==> src/rtl/sprite_xor_blitter_with_scroll_top_defines.svh <==
// Assertion macros for the sprite blitter top level.
// Needs clk_i and rst_ni in the scope of each use.
`ifndef SPRITE_XOR_BLITTER_WITH_SCROLL_TOP_DEFINES_SVH
`define SPRITE_XOR_BLITTER_WITH_SCROLL_TOP_DEFINES_SVH

// same-cycle implication
`define SXB_ASSERT_IMP(name, ante, cons, msg) \
  name: assert property (@(posedge clk_i) disable iff (!rst_ni) (ante) |-> (cons)) \
    else $error(msg);

// next-cycle implication
`define SXB_ASSERT_NXT(name, ante, cons, msg) \
  name: assert property (@(posedge clk_i) disable iff (!rst_ni) (ante) |=> (cons)) \
    else $error(msg);

`endif

==> src/rtl/sxb_pkg.sv <==
// Shared types, codes and helpers of the sprite blitter.
// No dependencies.
`timescale 1ns / 1ps

package sxb_pkg;

  localparam int unsigned ColMaxW    = 7;
  localparam int unsigned ScrollCols = 4;
  localparam logic [4:0]  FlagMax    = 5'd31;

  typedef enum logic [2:0] {
    OP_SPRITE       = 3'd0,
    OP_SCROLL_UP    = 3'd1,
    OP_SCROLL_DOWN  = 3'd2,
    OP_SCROLL_LEFT  = 3'd3,
    OP_SCROLL_RIGHT = 3'd4
  } opcode_e;

  typedef struct packed {
    logic [ColMaxW-1:0] col;
    logic [7:0]         left_byte;
    logic [7:0]         right_byte;
    logic               wide;
    logic               wrap;
    logic               lores;
  } draw_cmd_t;

  // bit-double a byte to 16 pixels
  function automatic logic [15:0] widen_byte(input logic [7:0] b);
    logic [15:0] v;
    v = {8'h00, b};
    v = ((v << 4) | v) & 16'h0F0F;
    v = ((v << 2) | v) & 16'h3333;
    v = ((v << 1) | v) & 16'h5555;
    return (v << 1) | v;
  endfunction

endpackage

==> src/rtl/sxb_row_alu.sv <==
// Sprite row datapath: places a row pattern at the cursor column, XORs it into
// the upper line and copies visited columns into the lower line. Uses sxb_pkg.
`timescale 1ns / 1ps

module sxb_row_alu #(
  parameter int unsigned FrameWidth = 128
) (
  input  sxb_pkg::draw_cmd_t    cmd_i,
  input  logic [FrameWidth-1:0] upper_i,
  input  logic [FrameWidth-1:0] lower_i,
  output logic [FrameWidth-1:0] new_upper_o,
  output logic [FrameWidth-1:0] new_lower_o,
  output logic                  hit_o
);
  import sxb_pkg::*;

  localparam int unsigned CW = $clog2(FrameWidth);

  logic [15:0]         pat;
  logic [15:0]         set16;
  logic [15:0]         vis16;
  logic [CW:0]         c8;
  logic                right_ok;
  logic [FrameWidth-1:0] setrow;
  logic [FrameWidth-1:0] visrow;

  always_comb begin
    logic [CW:0]   sum;
    logic [CW-1:0] off;
    logic          en;
    c8       = {1'b0, cmd_i.col[CW-1:0]} + (CW+1)'(8);
    right_ok = ~c8[CW];
    if (cmd_i.lores) begin
      pat = widen_byte(cmd_i.left_byte);
    end else begin
      pat = {cmd_i.left_byte, (cmd_i.wide && right_ok) ? cmd_i.right_byte : 8'h00};
    end
    for (int k = 0; k < 16; k++) begin
      sum      = {1'b0, cmd_i.col[CW-1:0]} + (CW+1)'(k);
      en       = cmd_i.wrap | ~sum[CW];
      set16[k] = pat[15-k] & en;
      vis16[k] = en & (cmd_i.left_byte != 8'h00);
    end
    for (int j = 0; j < FrameWidth; j++) begin
      off = CW'(j) - cmd_i.col[CW-1:0];
      if (off[CW-1:4] == '0) begin
        setrow[j] = set16[off[3:0]];
        visrow[j] = vis16[off[3:0]];
      end else begin
        setrow[j] = 1'b0;
        visrow[j] = 1'b0;
      end
    end
  end

  assign new_upper_o = upper_i ^ setrow;
  assign hit_o       = |(upper_i & setrow);
  assign new_lower_o = (visrow & new_upper_o) | (~visrow & lower_i);

endmodule

==> config.mk <==
export PLATFORM = sky130hd
export DESIGN_NAME = sxb_row_alu
export DESIGN_NICKNAME = d
export VERILOG_FILES = /design/src/rtl/sprite_xor_blitter_with_scroll_top_defines.svh /design/src/rtl/sxb_pkg.sv /design/src/rtl/sxb_row_alu.sv
export SDC_FILE = /design/constraint.sdc
export NUM_CORES = 1
export LEC_CHECK = 0
export BUFFER_PORTS_ARGS = -buffer_cell sky130_fd_sc_hd__buf_2
export CELL_PAD_IN_SITES_DETAIL_PLACEMENT = 0
export CELL_PAD_IN_SITES_GLOBAL_PLACEMENT = 1
export CORE_AREA = 8 8 201 203
export DETAILED_ROUTE_END_ITERATION = 6
export DIE_AREA = 0 0 209 211
export GPL_TIMING_DRIVEN = 0
export PLACE_DENSITY = 0.82
export SETUP_SLACK_MARGIN = 0.3
export SLEW_MARGIN = 0
export SYNTH_ARGS = -nofsm -noshare
export SYNTH_HDL_FRONTEND = slang
export SYNTH_SLANG_ARGS = --single-unit
==> constraint.sdc <==
create_clock -name vclk -period 4.7
set_input_delay 0.94 -clock vclk [all_inputs]
set_output_delay 0.94 -clock vclk [all_outputs]
set_load 0.01 [all_outputs]
==> impl_metrics.csv <==
group,metric,value,unit
synth,syn-cell-area,0.0100,mm²
critical_path,cp.depth,18,
floorplan,start_util,0.269,
critical_path,cpPeakStageDelay,0.53,ns
drt,firstDrtPassIters,6,
placed_design,pre_cts_ws,-2.31,ns
cells_and_area,fillers,3677,
sta,fin_crit,5.43,ns
critical_path,cpLargestDelayFamily,"simple AND/OR/NAND/NOR gates",
synth,netlist_instances,1386,
global_route,grt_max_degree,14,
synth,postSynthNetCount,1816,
drt,routed_wl,76200,µm
placed_design,dp_hpwl,62500,µm
cells_and_area,multi_input_area,0.0117,mm²
cells_and_area,syn2layout_area_growth,73.4,%
synth,avgSynthCellArea,7.21,µm²
floorplan,ioPinCount,539,
drt,drt_iter0_markers,1448,
critical_path,path_class,"primary input to output port",
cells_and_area,ff_latch_area,0,µm²
drt,via_count,15082,
sta,final_max_slew_viol_count,0,
synth,ys_seq_area_frac,0,
floorplan,dieArea,0.0441,mm²
critical_path,worst-path-max-fanout,7,
cells_and_area,seq_cell_count,0,
floorplan,die_w,209,µm
outcome,outcome,"finished, violations left",
drt,via_per_inst,5.98,
sta,final.setup.tns,-15.85,ns
critical_path,crit_arrival,4.49,ns
pwr,ir_drop,0.0573,mV
critical_path,cp.required,3.76,ns
synth,synth_mux_area_frac,0.210,
worst_hold_path,holdPathStages,3,
critical_path,crit_end,"hit_o",
pwr,p_leak,7.73,nW
job,maxCapViolCount,0,
global_route,grt_first_pass_wirelength,107000,µm
critical_path,slowest_stage,"o311ai_4",
cells_and_area,nClkBuffers,0,
drt,drtAntennaViolNets,0,
placed_design,dp_cells,2398,
floorplan,die-height,211,µm
critical_path,endpoint_kind,"output port",
sta,rsz0062_at_grt,"yes",
cells_and_area,drive_above_1_share,0.567,
floorplan,core_area,0.0371,mm²
synth,synth-simple-area-share,0.293,
critical_path,crit_start,"cmd_i[25]",
pwr,p_per_area,145,mW/mm²
critical_path,worstSetupStartpointType,"primary input",
synth,yosysWarnings,0,
sta,finalSetupViolCount,106,
cells_and_area,layout_common_cells,"buf_2, nand2_1, nor2_1, mux2_2, ha_1",
global_route,grt_pass1_vias,14919,
drt,wire_per_inst,30.2,µm
sta,timing.final.ws_setup,-0.726,ns
sta,relSlewSlack,0.289,
drt,post-route-drc-count,0,
critical_path,crit_path_frequent_cell,"buf_6",
sta,fmax,184,MHz
placed_design,portBuffers,538,
synth,yosys.area_share.xor_xnor,0.0494,
sta,tightestPinTransition,1.06,ns
cells_and_area,final_core_util,0.467,
outcome,violations,"negative setup slack",
placed_design,globalplace.congestion,1.02,
sta,hold_viol,0,
synth,ys_types,91,
global_route,grt_use_total,0.322,
synth,synth_compound_area_frac,0.215,
sta,period_share,1.15,
cells_and_area,layout.nets,2467,
global_route,grt-ovfl-total,0,
critical_path,path_buf_inv,6,
critical_path,crit_path_cell_trace,"buf_8 > ha_4 > buf_8 > buf_6 > nand3b_1 > buf_6 > nand2_2 > o32a_1 > o211ai_1 > o311ai_4 > buf_6 > nor4_1 > ha_1 > nor4_2 > nand4_1 > nor4_1 > nand2_1 > buf_6",
clocking,holdBufCountCts,0,
cells_and_area,final_common_cell,"buf_2",
pwr,p_total,0.00252,W
global_route,antenna_found_initial,12,
worst_hold_path,hp-class,"primary input to output port",
synth,yosys.area_share.adder,0.185,
synth,synth_top_family_by_area,"simple AND/OR/NAND/NOR gates",
cells_and_area,finalNonFillerCells,2520,
floorplan,rows,71,
[per-stage QoR]
step           hold slack, ns  cell area (µm²)
2_1_floorplan            2.01            10300
3_3_place_gp             2.19            13600
3_5_place_dp             2.18            13600
4_1_cts                  2.18            16700
5_1_grt                  2.19            17300
6_report                 2.18            17300
[cell type report]
type	count	share of cell area
multi-input combinational	1280	0.672
timing repair buffer	649	0.239
buffer	91	0.0470
tap	474	0.0342
inverter	15	0.00613
antenna	11	0.00159
[timing repair]
action	4_1_cts	5_1_grt
gates cloned	0	0
pin swaps	113	47
setup buffers	99	12
gates resized for setup	488	83
setup endpoints to repair	257	246
[how the worst min path moves through the flow]
| stage | startpoint | end | slack, ns |
|---|---|---|---|
| after floorplan | lower_i[122] | new_lower_o[122] | 2.01 |
| after global placement | lower_i[88] | new_lower_o[88] | 2.19 |
| after detailed placement | lower_i[88] | new_lower_o[88] | 2.18 |
| after CTS | lower_i[27] | new_lower_o[27] | 2.18 |
| after global routing | lower_i[15] | new_lower_o[15] | 2.19 |
| final | lower_i[88] | new_lower_o[88] | 2.18 |
[routing by layer]
metal / vias to the layer above / global-route usage / part of all wire
li1: 6584 / - / -
met5: - / 0 / 0
met1: 7395 / 0.395 / 0.39
met3: 175 / 0.0405 / 0.079
met4: 0 / 0.141 / 0.059
met2: 928 / 0.560 / 0.47
[cell families (layout without fill, tap and decap cells)]
family	after synthesis	count (layout)
other	0	11
muxes	181	181
buffers and inverters	106	755
adders and majority gates	148	148
and+or+nand+nor	590	590
AOI/OAI and AO/OA	308	308
xor gates and xnor gates	53	53
[where the power goes]
group | total [W] | switching, W | internal [W] | leakage [nW]
Sequential | 0 | 0 | 0 | 0
Clock | 0.000000000341 | 0 | 0.000000000341 | 0.0000697
Combinational | 0.00252 | 0.00141 | 0.00110 | 7.73
[synthesized netlist by cell type, types with 4 or more instances]
master	count	share of area
a2111oi_0	8	0.0070
a211oi_1	6	0.0045
a21boi_0	6	0.0045
a21o_1	5	0.0038
a21oi_1	60	0.030
a22o_1	4	0.0035
a22oi_1	20	0.015
a2bb2oi_1	5	0.0044
a31oi_1	8	0.0050
a32oi_1	15	0.013
and2_1	9	0.0056
buf_1	11	0.0041
buf_2	30	0.015
buf_6	4	0.0045
clkbuf_1	43	0.016
ha_1	148	0.19
inv_1	10	0.0038
mux2_1	4	0.0045
mux2_2	139	0.16
mux2i_1	29	0.029
mux4_2	7	0.016
nand2_1	124	0.047
nand2b_1	30	0.019
nand3_1	56	0.028
nand3b_1	5	0.0038
nand4_1	13	0.0081
nor2_1	157	0.059
nor2b_1	40	0.025
nor3_1	60	0.030
nor3b_1	5	0.0038
nor4_1	49	0.031
o2111ai_1	9	0.0079
o211ai_1	17	0.013
o21a_1	5	0.0038
o21ai_0	54	0.027
o22ai_1	22	0.014
o311ai_1	7	0.0061
o31ai_1	6	0.0045
o32ai_1	6	0.0053
or2_2	5	0.0031
or3_1	11	0.0069
or4_1	5	0.0038
xnor2_1	33	0.029
xor2_1	16	0.014
Power figures use the tool's default switching activity.
